<file path="config.mk">
export PLATFORM = sky130hd
export DESIGN_NAME = fm_discriminator_deemphasis
export DESIGN_NICKNAME = d
export VERILOG_FILES = /design/src/sv/fmdd_pkg.sv /design/src/sv/fmdd_div.sv /design/src/sv/fm_discriminator_deemphasis.sv
export SDC_FILE = /design/constraint.sdc
export NUM_CORES = 2
export LEC_CHECK = 0
export ABC_AREA = 1
export BUFFER_PORTS_ARGS = -buffer_cell sky130_fd_sc_hd__buf_4
export CAP_MARGIN = 20
export CORE_ASPECT_RATIO = 1.2
export CORE_UTILIZATION = 60
export CTS_CLUSTER_SIZE = 14
export DETAILED_ROUTE_END_ITERATION = 12
export PLACE_DENSITY = 0.73
export REMOVE_ABC_BUFFERS = 1
export SETUP_SLACK_MARGIN = 0.5
export SYNTH_ARGS = -nofsm -noshare
export SYNTH_HDL_FRONTEND = slang
export SYNTH_SLANG_ARGS = --single-unit
export TNS_END_PERCENT = 100
</file>
<file path="constraint.sdc">
create_clock -name clk_i -period 16.24 [get_ports clk_i]
set_input_delay 1.624 -clock clk_i [delete_from_list [all_inputs] [get_ports clk_i]]
set_output_delay 1.624 -clock clk_i [all_outputs]
set_load 0.005 [all_outputs]
</file>
<file path="src/sv/fmdd_pkg.sv">
// Shared types and constants for the FM discriminator with de-emphasis.
`timescale 1ns / 1ps
package fmdd_pkg;

  // Divider datapath width: 32-bit numerator magnitude shifted up by the 12 fraction bits,
  // plus the 33-bit denominator shifted by the same amount.
  localparam int unsigned DIV_W = 45;
  localparam int unsigned QUO_W = 16;
  localparam int unsigned STEP_W = 5;

  // Phase scaling: pi/4 and 3*pi/4 with pi = 16384.
  localparam int unsigned PHASE_SHIFT = 12;
  localparam logic signed [15:0] PHASE_QUARTER_PI = 16'sd4096;
  localparam logic signed [15:0] PHASE_THREE_QUARTER_PI = 16'sd12288;

  // Quotient bits per division.
  localparam logic [STEP_W-1:0] PHASE_STEPS = 5'd13;
  localparam logic [STEP_W-1:0] AUDIO_STEPS = 5'd16;
  localparam int unsigned AUDIO_SHIFT = 15;

  // Configuration register indexes.
  localparam logic CFG_DEEMPH_DIVISOR = 1'b0;
  localparam logic CFG_DEEMPH_ENABLE = 1'b1;

  localparam logic [7:0] DEEMPH_DIVISOR_RESET = 8'd19;

  typedef struct packed {
    logic signed [15:0] sample_i;
    logic signed [15:0] sample_q;
  } in_item_t;

  typedef struct packed {
    logic signed [15:0] disc_value;
    logic signed [15:0] audio_value;
  } out_item_t;

  typedef struct packed {
    logic              start;
    logic [DIV_W-1:0]  num;
    logic [DIV_W-1:0]  den;
    logic [STEP_W-1:0] steps;
  } div_req_t;

  typedef struct packed {
    logic             busy;
    logic [QUO_W-1:0] quo;
  } div_rsp_t;

endpackage

</file>
<file path="src/sv/fmdd_div.sv">
// Shared restoring divider: one quotient bit per cycle against a pre-shifted divisor.
`timescale 1ns / 1ps
module fmdd_div import fmdd_pkg::*; (
  input  logic     clk_i,
  input  logic     rst_ni,
  input  div_req_t req_i,
  output div_rsp_t rsp_o
);

  logic [DIV_W-1:0]  rem_q, rem_d;
  logic [DIV_W-1:0]  dsh_q, dsh_d;
  logic [QUO_W-1:0]  quo_q, quo_d;
  logic [STEP_W-1:0] cnt_q, cnt_d;
  logic              busy_q, busy_d;
  logic [DIV_W:0]    diff;

  assign diff = {1'b0, rem_q} - {1'b0, dsh_q};

  always_comb begin
    rem_d  = rem_q;
    dsh_d  = dsh_q;
    quo_d  = quo_q;
    cnt_d  = cnt_q;
    busy_d = busy_q;
    if (req_i.start) begin
      rem_d  = req_i.num;
      dsh_d  = req_i.den;
      quo_d  = '0;
      cnt_d  = req_i.steps;
      busy_d = 1'b1;
    end else if (busy_q) begin
      // subtract when the shifted divisor fits, then move it one bit down
      if (!diff[DIV_W]) begin
        rem_d = diff[DIV_W-1:0];
        quo_d = {quo_q[QUO_W-2:0], 1'b1};
      end else begin
        quo_d = {quo_q[QUO_W-2:0], 1'b0};
      end
      dsh_d  = dsh_q >> 1;
      cnt_d  = cnt_q - 1'b1;
      busy_d = (cnt_q != 5'd1);
    end
  end

  always_ff @(posedge clk_i or negedge rst_ni) begin
    if (!rst_ni) begin
      busy_q <= 1'b0;
      cnt_q  <= '0;
    end else begin
      busy_q <= busy_d;
      cnt_q  <= cnt_d;
    end
  end

  always_ff @(posedge clk_i) begin
    rem_q <= rem_d;
    dsh_q <= dsh_d;
    quo_q <= quo_d;
  end

  assign rsp_o.busy = busy_q;
  assign rsp_o.quo  = quo_q;

endmodule

</file>
<file path="src/sv/fm_discriminator_deemphasis.sv">
// FM polar discriminator: sequenced multiplier, approximate atan2 and one-pole de-emphasis.
// Steps after accept: four products on the one 16x16 multiplier, a setup step and the
// phase division, a setup step and the de-emphasis division (skipped with de-emphasis
// off), then the load of the result word. Input is stalled until that load, so only
// one sample is in flight at a time.
// Reset clears the previous sample, the accumulator and the handshake state, and
// loads divisor 19 with de-emphasis enabled.
`timescale 1ns / 1ps
module fm_discriminator_deemphasis import fmdd_pkg::*; (
  input  logic      clk_i,
  input  logic      rst_ni,
  input  logic      in_valid_i,
  output logic      in_stall_o,
  input  in_item_t  in_data_i,
  output logic      out_valid_o,
  input  logic      out_stall_i,
  output out_item_t out_data_o,
  input  logic      cfg_we_i,
  input  logic      cfg_idx_i,
  input  logic [7:0] cfg_data_i
);

  typedef enum logic [6:0] {
    ST_IDLE  = 7'b0000001,
    ST_MUL   = 7'b0000010,
    ST_PREP  = 7'b0000100,
    ST_PHASE = 7'b0001000,
    ST_FILT  = 7'b0010000,
    ST_ACC   = 7'b0100000,
    ST_OUT   = 7'b1000000
  } state_e;

  state_e state_q, state_d;

  logic [7:0] cfg_div_q;
  logic       cfg_en_q;
  logic [7:0] div_eff;

  logic signed [15:0] smp_i_q, smp_q_q, prv_i_q, prv_q_q;
  logic signed [15:0] mul_a, mul_b;
  logic signed [31:0] prod_q, prod_d;
  logic signed [32:0] re_q, re_d, im_q, im_d;
  logic [2:0]         mstep_q, mstep_d;

  logic zero_q, zero_d, xneg_q, xneg_d, yneg_q, yneg_d, nneg_q, nneg_d, dneg_q, dneg_d;
  logic signed [15:0] disc_q, disc_d, audio_q, audio_d, acc_q, acc_d;
  logic               out_valid_q, out_valid_d;
  out_item_t          out_q, out_d;

  // phase setup
  logic signed [33:0] re34, im34, ya34, num34, den34, nmag34;
  // phase finish
  logic signed [15:0] q16, sq16, base16, a16;
  // de-emphasis
  logic signed [16:0] d17, dmag17, q17, step17, acc17;
  logic [16:0]        nm17;

  div_req_t div_req;
  div_rsp_t div_rsp;

  fmdd_div u_div (
    .clk_i (clk_i),
    .rst_ni(rst_ni),
    .req_i (div_req),
    .rsp_o (div_rsp)
  );

  assign div_eff = (cfg_div_q == 8'd0) ? 8'd1 : cfg_div_q;

  // shared multiplier operand select
  always_comb begin
    unique case (mstep_q)
      3'd0:    begin mul_a = smp_i_q; mul_b = prv_i_q; end
      3'd1:    begin mul_a = smp_q_q; mul_b = prv_q_q; end
      3'd2:    begin mul_a = smp_q_q; mul_b = prv_i_q; end
      default: begin mul_a = smp_i_q; mul_b = prv_q_q; end
    endcase
  end

  always_comb begin
    re34   = {re_q[32], re_q};
    im34   = {im_q[32], im_q};
    ya34   = im_q[32] ? -im34 : im34;
    num34  = re_q[32] ? (re34 + ya34) : (re34 - ya34);
    den34  = re_q[32] ? (ya34 - re34) : (re34 + ya34);
    nmag34 = num34[33] ? -num34 : num34;

    q16    = {3'b000, div_rsp.quo[12:0]};
    sq16   = nneg_q ? -q16 : q16;
    base16 = xneg_q ? PHASE_THREE_QUARTER_PI : PHASE_QUARTER_PI;
    a16    = base16 - sq16;

    d17    = {disc_q[15], disc_q} - {acc_q[15], acc_q};
    dmag17 = d17[16] ? -d17 : d17;
    nm17   = dmag17 + {10'b0, div_eff[7:1]};

    q17    = {1'b0, div_rsp.quo};
    step17 = dneg_q ? -q17 : q17;
    acc17  = {acc_q[15], acc_q} + step17;
  end

  always_comb begin
    state_d     = state_q;
    mstep_d     = mstep_q;
    prod_d      = prod_q;
    re_d        = re_q;
    im_d        = im_q;
    zero_d      = zero_q;
    xneg_d      = xneg_q;
    yneg_d      = yneg_q;
    nneg_d      = nneg_q;
    dneg_d      = dneg_q;
    disc_d      = disc_q;
    audio_d     = audio_q;
    acc_d       = acc_q;
    out_valid_d = out_valid_q && out_stall_i;
    out_d       = out_q;
    div_req     = '0;

    unique case (state_q)
      ST_IDLE: begin
        mstep_d = 3'd0;
        if (in_valid_i) begin
          state_d = ST_MUL;
        end
      end
      ST_MUL: begin
        prod_d  = mul_a * mul_b;
        mstep_d = mstep_q + 3'd1;
        unique case (mstep_q)
          3'd0: ;
          3'd1: re_d = 33'(prod_q);
          3'd2: re_d = re_q + 33'(prod_q);
          3'd3: im_d = 33'(prod_q);
          default: begin
            im_d    = im_q - 33'(prod_q);
            state_d = ST_PREP;
          end
        endcase
      end
      ST_PREP: begin
        zero_d        = (re_q == '0) && (im_q == '0);
        xneg_d        = re_q[32];
        yneg_d        = im_q[32];
        nneg_d        = num34[33];
        div_req.start = 1'b1;
        div_req.num   = {1'b0, nmag34[31:0], {PHASE_SHIFT{1'b0}}};
        div_req.den   = {den34[32:0], {PHASE_SHIFT{1'b0}}};
        div_req.steps = PHASE_STEPS;
        state_d       = ST_PHASE;
      end
      ST_PHASE: begin
        if (!div_rsp.busy) begin
          disc_d  = zero_q ? 16'sd0 : (yneg_q ? -a16 : a16);
          state_d = ST_FILT;
        end
      end
      ST_FILT: begin
        if (cfg_en_q) begin
          dneg_d        = d17[16];
          div_req.start = 1'b1;
          div_req.num   = {28'b0, nm17};
          div_req.den   = {22'b0, div_eff, {AUDIO_SHIFT{1'b0}}};
          div_req.steps = AUDIO_STEPS;
          state_d       = ST_ACC;
        end else begin
          audio_d = disc_q;
          state_d = ST_OUT;
        end
      end
      ST_ACC: begin
        if (!div_rsp.busy) begin
          acc_d   = acc17[15:0];
          audio_d = acc17[15:0];
          state_d = ST_OUT;
        end
      end
      default: begin
        // hold the result until the output register frees up
        if (!out_valid_q || !out_stall_i) begin
          out_valid_d       = 1'b1;
          out_d.disc_value  = disc_q;
          out_d.audio_value = audio_q;
          state_d           = ST_IDLE;
        end
      end
    endcase
  end

  always_ff @(posedge clk_i or negedge rst_ni) begin
    if (!rst_ni) begin
      state_q     <= ST_IDLE;
      mstep_q     <= '0;
      out_valid_q <= 1'b0;
      prv_i_q     <= '0;
      prv_q_q     <= '0;
      acc_q       <= '0;
      cfg_div_q   <= DEEMPH_DIVISOR_RESET;
      cfg_en_q    <= 1'b1;
    end else begin
      state_q     <= state_d;
      mstep_q     <= mstep_d;
      out_valid_q <= out_valid_d;
      acc_q       <= acc_d;
      // the current sample becomes the previous one once all products are taken
      if (state_q == ST_MUL && mstep_q == 3'd4) begin
        prv_i_q <= smp_i_q;
        prv_q_q <= smp_q_q;
      end
      if (cfg_we_i) begin
        unique case (cfg_idx_i)
          CFG_DEEMPH_DIVISOR: cfg_div_q <= cfg_data_i;
          CFG_DEEMPH_ENABLE:  cfg_en_q  <= cfg_data_i[0];
        endcase
      end
    end
  end

  always_ff @(posedge clk_i) begin
    if (state_q == ST_IDLE && in_valid_i) begin
      smp_i_q <= in_data_i.sample_i;
      smp_q_q <= in_data_i.sample_q;
    end
    prod_q  <= prod_d;
    re_q    <= re_d;
    im_q    <= im_d;
    zero_q  <= zero_d;
    xneg_q  <= xneg_d;
    yneg_q  <= yneg_d;
    nneg_q  <= nneg_d;
    dneg_q  <= dneg_d;
    disc_q  <= disc_d;
    audio_q <= audio_d;
    out_q   <= out_d;
  end

  assign in_stall_o  = (state_q != ST_IDLE);
  assign out_valid_o = out_valid_q;
  assign out_data_o  = out_q;

endmodule

</file>
## Yosys cells after proc, flatten, opt, wreduce, memory -nomap -nowiden

Cells that the tools add are included.
Widths: inputs -> output; s select.

| cells by class | value |
|---|---|
| add/sub/neg operators | 18 |
| $mul | 1 |
| div/mod/pow operators | 0 |
| magnitude comparators | 0 |
| eq/ne operators | 18 |
| shifts and indexed selects | 0 |
| multiplexer cells | 39 |
| bitwise gates (word level) | 4 |
| reduce and logical (&&, ||, !) cells | 32 |

Operator list:

| kind | count |
|---|---|
| $mux 45 | 5 |
| $pmux 96 s2 | 1 |
| $pmux 33 s2 | 2 |
| $mux 16 | 7 |
| $mux 96 | 1 |
| $mux 34 | 2 |
| $logic_not 33->1 | 2 |
| $sub 45x45->46 | 1 |
| $mux 7 | 6 |
| $pmux 7 s6 | 1 |
| $add 33x34->34 | 1 |
| $neg 33->34 | 1 |
| $sub 33x34->34 | 1 |
| $add 33x32->33 | 1 |
| $mux 33 | 1 |
| $sub 33x32->33 | 1 |
| $sub 33x33->33 | 1 |
| $mul 16x16->32 | 1 |
| $mux 32 | 1 |
| $neg 16->16 | 2 |
| $neg 32->32 | 1 |
| $pmux 16 s2 | 1 |
| $reduce_and 2->1 | 9 |
| $add 17x7->17 | 1 |
| 39 further kinds | 61 |

| storage, ports and cells | value |
|---|---|
| register bits | 379 |
| bits in latches | 0 |
| memory bits (writable) | 0 |
| ROM bits | 0 |
| bits of input ports | 46 |
| output and inout bits | 34 |
| word-level logic and storage cells | 139 |
| memories kept | 0 |

## Longest topological paths before layout

| depth | value |
|---|---|
| depth after elaboration | 9 |
| depth in mapped cells | 36 |
| mapped depth without buffers | 34 |

## Modules after synthesis

Synthesis repeated with hierarchy kept, for this count alone.

| unflattened totals | value |
|---|---|
| cells, all modules | 6497 |
| area, all modules | 45454.8 µm² |

By module, submodules not included:

| module | instances | cells each | area each (µm²) | seq. area each (µm²) |
|---|---|---|---|---|
| fm_discriminator_deemphasis | 1 | 5247 | 36946.7 | 7683.6 |
| fmdd_div | 1 | 1250 | 8508.2 | 3173.0 |

## Worst setup path after synthesis

OpenSTA, ideal clock, no wires.

| timing | value |
|---|---|
| path type | flip-flop to flip-flop |
| from | reg mstep_q[0] |
| to | reg prod_q[31], data pin |
| setup time | 0.268 ns |
| arrival time | 7.058 ns |
| data required time | 15.972 ns |
| path slack | 8.914 ns |
| cell stages (with the launch flop) | 29 |
| buffers on the path | 1 |
| period minus slack after synthesis | 7.326 ns |
| path through | dfrtp_1 inv_1 ha_1 inv_1 nor2_1 inv_1 nand2_1 clkbuf_1 nand2_1 o21ai_1 inv_1 nor2_1 fa_1 fa_1 fa_1 fa_1 fa_1 inv_1 fa_1 inv_1 ha_1 a21oi_1 o21ai_0 inv_1 nor3_1 a2111oi_0 nand3_1 a211oi_1 xor2_1 |

| between the ends | value |
|---|---|
| longest elaborated chain between the ends | 4 |
| elaborated cells between the ends (all ways) | 8 |
| classes of those cells | mul: 1; eq/ne: 2; mux: 2; reduce/logical: 3 |

Ends and longest elaborated chain:

| element | RTL line | RTL |
|---|---|---|
| start, declared | fm_discriminator_deemphasis.sv:43 | `logic [2:0] mstep_q, mstep_d;` |
| start signal, assigned | fm_discriminator_deemphasis.sv:202 | `mstep_q <= mstep_d;` |
| $eq 3x2->1, or another cell as far along | fm_discriminator_deemphasis.sv:72 | `unique case (mstep_q)` |
| $reduce_or 2->1 (no source line) | n/a |  |
| $mux 16 | fm_discriminator_deemphasis.sv:72 |  |
| $mul 16x16->32 (*) | fm_discriminator_deemphasis.sv:128 | `prod_d = mul_a * mul_b;` |
| end signal, assigned | fm_discriminator_deemphasis.sv:224 | `prod_q <= prod_d;` |
| end, declared | fm_discriminator_deemphasis.sv:41 | `logic signed [31:0] prod_q, prod_d;` |

Every way passes the cells marked *; elsewhere a longest branch is shown, timed or not.
A chain may end at the register's enable or synchronous reset.

## Worst setup path in the final report

Same ends and word-level chain as after synthesis.

==> run_results.csv <==
group,metric,value,unit
outcome,status,"finished clean",
drt,vias_per_cell,5.74,
sta,grt_setup_unrepaired,"no",
global_route,gr-total-overflow,0,
setup_path,cp-start-kind,"flop",
clock_network,cts_repair_resize_count,0,
drt,drc,0,
drt,vias,41042,
logic_synthesis,yosys.cell_count.top_type,"nand2_1",
global_route,antenna_found_initial,1,
sta,tightest_slew,1090,ps
die,dieWidth,248,µm
setup_path,crit_arrival,8640,ps
worst_hold_path,hold_path_depth,0,
clock_network,htreeDepth,2,
worst_hold_path,hp-start,"audio_q[6]$_DFFE_PP_",
die,fp.coreArea,72200,µm²
setup_path,r2r-start,"mstep_q[0]$_DFFE_PN0N_",
logic_synthesis,ys_top_cells_by_count,"nand2_1 (1410), inv_1 (1207), nor2_1 (581)",
global_route,grt_pass1_vias,39619,
logic_synthesis,yosysTopAreaCell,"edfxtp_1",
logic_synthesis,synth.area.top_cells,"edfxtp_1 (20%), fa_1 (12%), nand2_1 (12%)",
sta,finalHoldViolations,0,
sta,finalClockSkew,47.8,ps
die,start_util,60.6,%
sta,holdWs,417,ps
logic_synthesis,synth-seq-cells,379,
setup_path,end_kind,"flop",
sta,worst_slack,7960,ps
worst_hold_path,hold_class,"reg2reg",
pwr,vdd_drop_max,0.118,mV
setup_path,required,16600,ps
clock_network,clock_path_buffers,3,
pwr,cellLeakagePower,0.0237,µW
logic_synthesis,yosys_warnings,0,
global_route,grt_pass1_wl,215000,µm
setup_path,ff2ff_setup_slack,7960,ps
sta,setup_viol_count_final,0,
sta,period_share,51.0,%
die,rows,108,
global_route,grt_usage,37.3,%
clock_network,cts_setup_buffers,0,
clock_network,cts_hold_buf,0,
logic_synthesis,async_flop_share,19.5,%
place,portBuffers,79,
clock_network,clkTransAtPathRegs,60,ps
clock_network,cts_buffers,45,
place,gp_congestion,1.07,
logic_synthesis,synth-edff-count,289,
clock_network,clockRootBuffer,"clkbuf_16",
drt,ant_nets,0,
logic_synthesis,synth_area,43700,µm²
clock_network,clkLatencyLatePin,620,ps
logic_synthesis,synthDistinctLibCells,59,
clock_network,numClockSinks,379,
sta,clock.fmax,121,MHz
setup_path,rr_worst_depth,26,
drt,drtIter0Drc,3760,
logic_synthesis,syn_inst,6148,
place,pre_cts_slack,6550,ps
sta,slew_headroom,27.2,%
drt,finalWirelength,139000,µm
logic_synthesis,synth.yosys.seq_area_share,24.8,%
die,dieArea,74000,µm²
run,max_cap_violations,0,
layout,nNetsFinal,6832,
setup_path,r2r_end,"prod_q[31]$_DFFE_PP_",
logic_synthesis,syn_area_per_cell,7.11,µm²
sta,tns,0,ps
logic_synthesis,synth_ff_type,"edfxtp_1",
logic_synthesis,synth_top_area_share,19.8,%
place,dp_hpwl,114000,µm
pwr,powerDensity,178,nW/µm²
worst_hold_path,hold_end,"out_data_o[6]$_DFFE_PP_",
sta,period_needed,8280,ps
global_route,grt_start_max_net_pins,75,
layout,area_growth,7.14,%
setup_path,criticalPathCategory,"reg2reg",
die,ios,80,
layout,fill_cells,6623,
sta,maxSlewViolCount,0,
die,fp.dieH,298,µm
clock_network,cts_tree,"yes",
drt,avgRoutedWirePerCell,19.5,µm
layout,drive_gt1_share,5.12,%
setup_path,worstPathMaxFanout,33,
drt,dr.pass1.iters,7,
-- worst max-delay path by stage --
stage,cells past startpoint,end,startpoint
floorplan,7,u_div.dsh_q[0]$_SDFFCE_PP0P_,state_q[6]$_DFFE_PN0P_
global placement,28,prod_q[31]$_DFFE_PP_,mstep_q[0]$_DFFE_PN0N_
detailed placement,28,prod_q[31]$_DFFE_PP_,mstep_q[0]$_DFFE_PN0N_
CTS,28,prod_q[31]$_DFFE_PP_,mstep_q[0]$_DFFE_PN0N_
global route,28,prod_q[31]$_DFFE_PP_,mstep_q[0]$_DFFE_PN0N_
finish,26,prod_q[31]$_DFFE_PP_,mstep_q[0]$_DFFE_PN0N_
-- cell usage in the layout, fill, tap and decap left out, drive strengths merged, types with 14 or more instances in the layout --
cell type,instances
dfxtp,16
o211ai,14
nand3,373
nand4,75
nand2,1420
xnor2,47
o21bai,19
clkinv,24
mux2,20
o31ai,20
nand3b,16
nor4,19
dfrtp,69
o21ai,392
a31oi,44
o22ai,24
fa,271
nor3,56
inv,1224
a21boi,15
ha,340
buf,121
nor2,594
xor2,99
o21a,22
or2,33
clkbuf,53
a21oi,429
edfxtp,289
-- cell type report --
type | instances | area [µm²] | share of cell area, %
flip-flops and latches | 379 | 10900 | 23.2
well taps | 935 | 1170 | 2.50
clock inverters | 31 | 377 | 0.804
repair buffers | 121 | 961 | 2.05
inverters | 1227 | 4610 | 9.83
diodes | 1 | 2.50 | 0.00534
clock buffers | 53 | 1170 | 2.49
multi-input cells | 4401 | 27700 | 59.1
-- per-layer routing --
| metal | up-vias | GRT usage [%] | wire length, µm |
|---|---|---|---|
| met4 | 0 | 21.3 | 8930 |
| met1 | 19329 | 46.0 | 54500 |
| li1 | 19755 | - | - |
| met3 | 386 | 4.00 | 9000 |
| met2 | 1572 | 63.8 | 66600 |
| met5 | - | 0 | 0 |
-- per-stage QoR --
stage / total power (µW) / utilization [%] / cell area [µm²] / instances
after floorplan: 5480 / - / 43100 / 6007
after global placement: 7050 / 62.6 / 45200 / 7058
after detailed placement: 7140 / 62.6 / 45200 / 7058
after CTS: 8250 / 64.8 / 46700 / 7142
after global routing: 8980 / 64.9 / 46800 / 7147
final: 8330 / 64.9 / 46800 / 7148
-- kinds of logic after synthesis --
kind of cell	count (synthesis)	share of synthesized area (%)
flops	379	24.8
fa+ha+maj	611	22.1
compound gates	1024	12.9
xor+xnor	146	2.96
buf+inv	1368	11.9
simple gates	2600	24.8
mux	20	0.515
-- critical path, cell delays in order, from the launching register on --
cell and delay (ps):
dfrtp_1 440, inv_1 110, ha_1 190, o21ai_2 60, buf_4 250, o21ai_0 710
inv_1 460, nor2_1 280, inv_1 120, fa_1 600, inv_1 80, fa_1 750
fa_1 500, fa_1 470, fa_1 550, inv_1 60, fa_1 530, inv_1 40
ha_1 350, a21oi_1 220, o21ai_0 120, inv_1 110, nor3_1 50, a2111oi_0 300
nand3_1 230, a211oi_1 300, xor2_1 100
-- power breakdown --
group | internal (µW) | switching (µW) | total, µW
sequential | 1580 | 202 | 1780
clock | 618 | 447 | 1070
combinational | 1740 | 3750 | 5480
total | 3930 | 4400 | 8330
-- registers in the layout, summed over array words and instances (netlist names), 32 cells and up --
signal	count
u_div.dsh_q	45
u_div.rem_q	45
im_q	33
re_q	33
out_data_o	32
prod_q	32
Note: power is estimated with default switching activity, not from simulation.
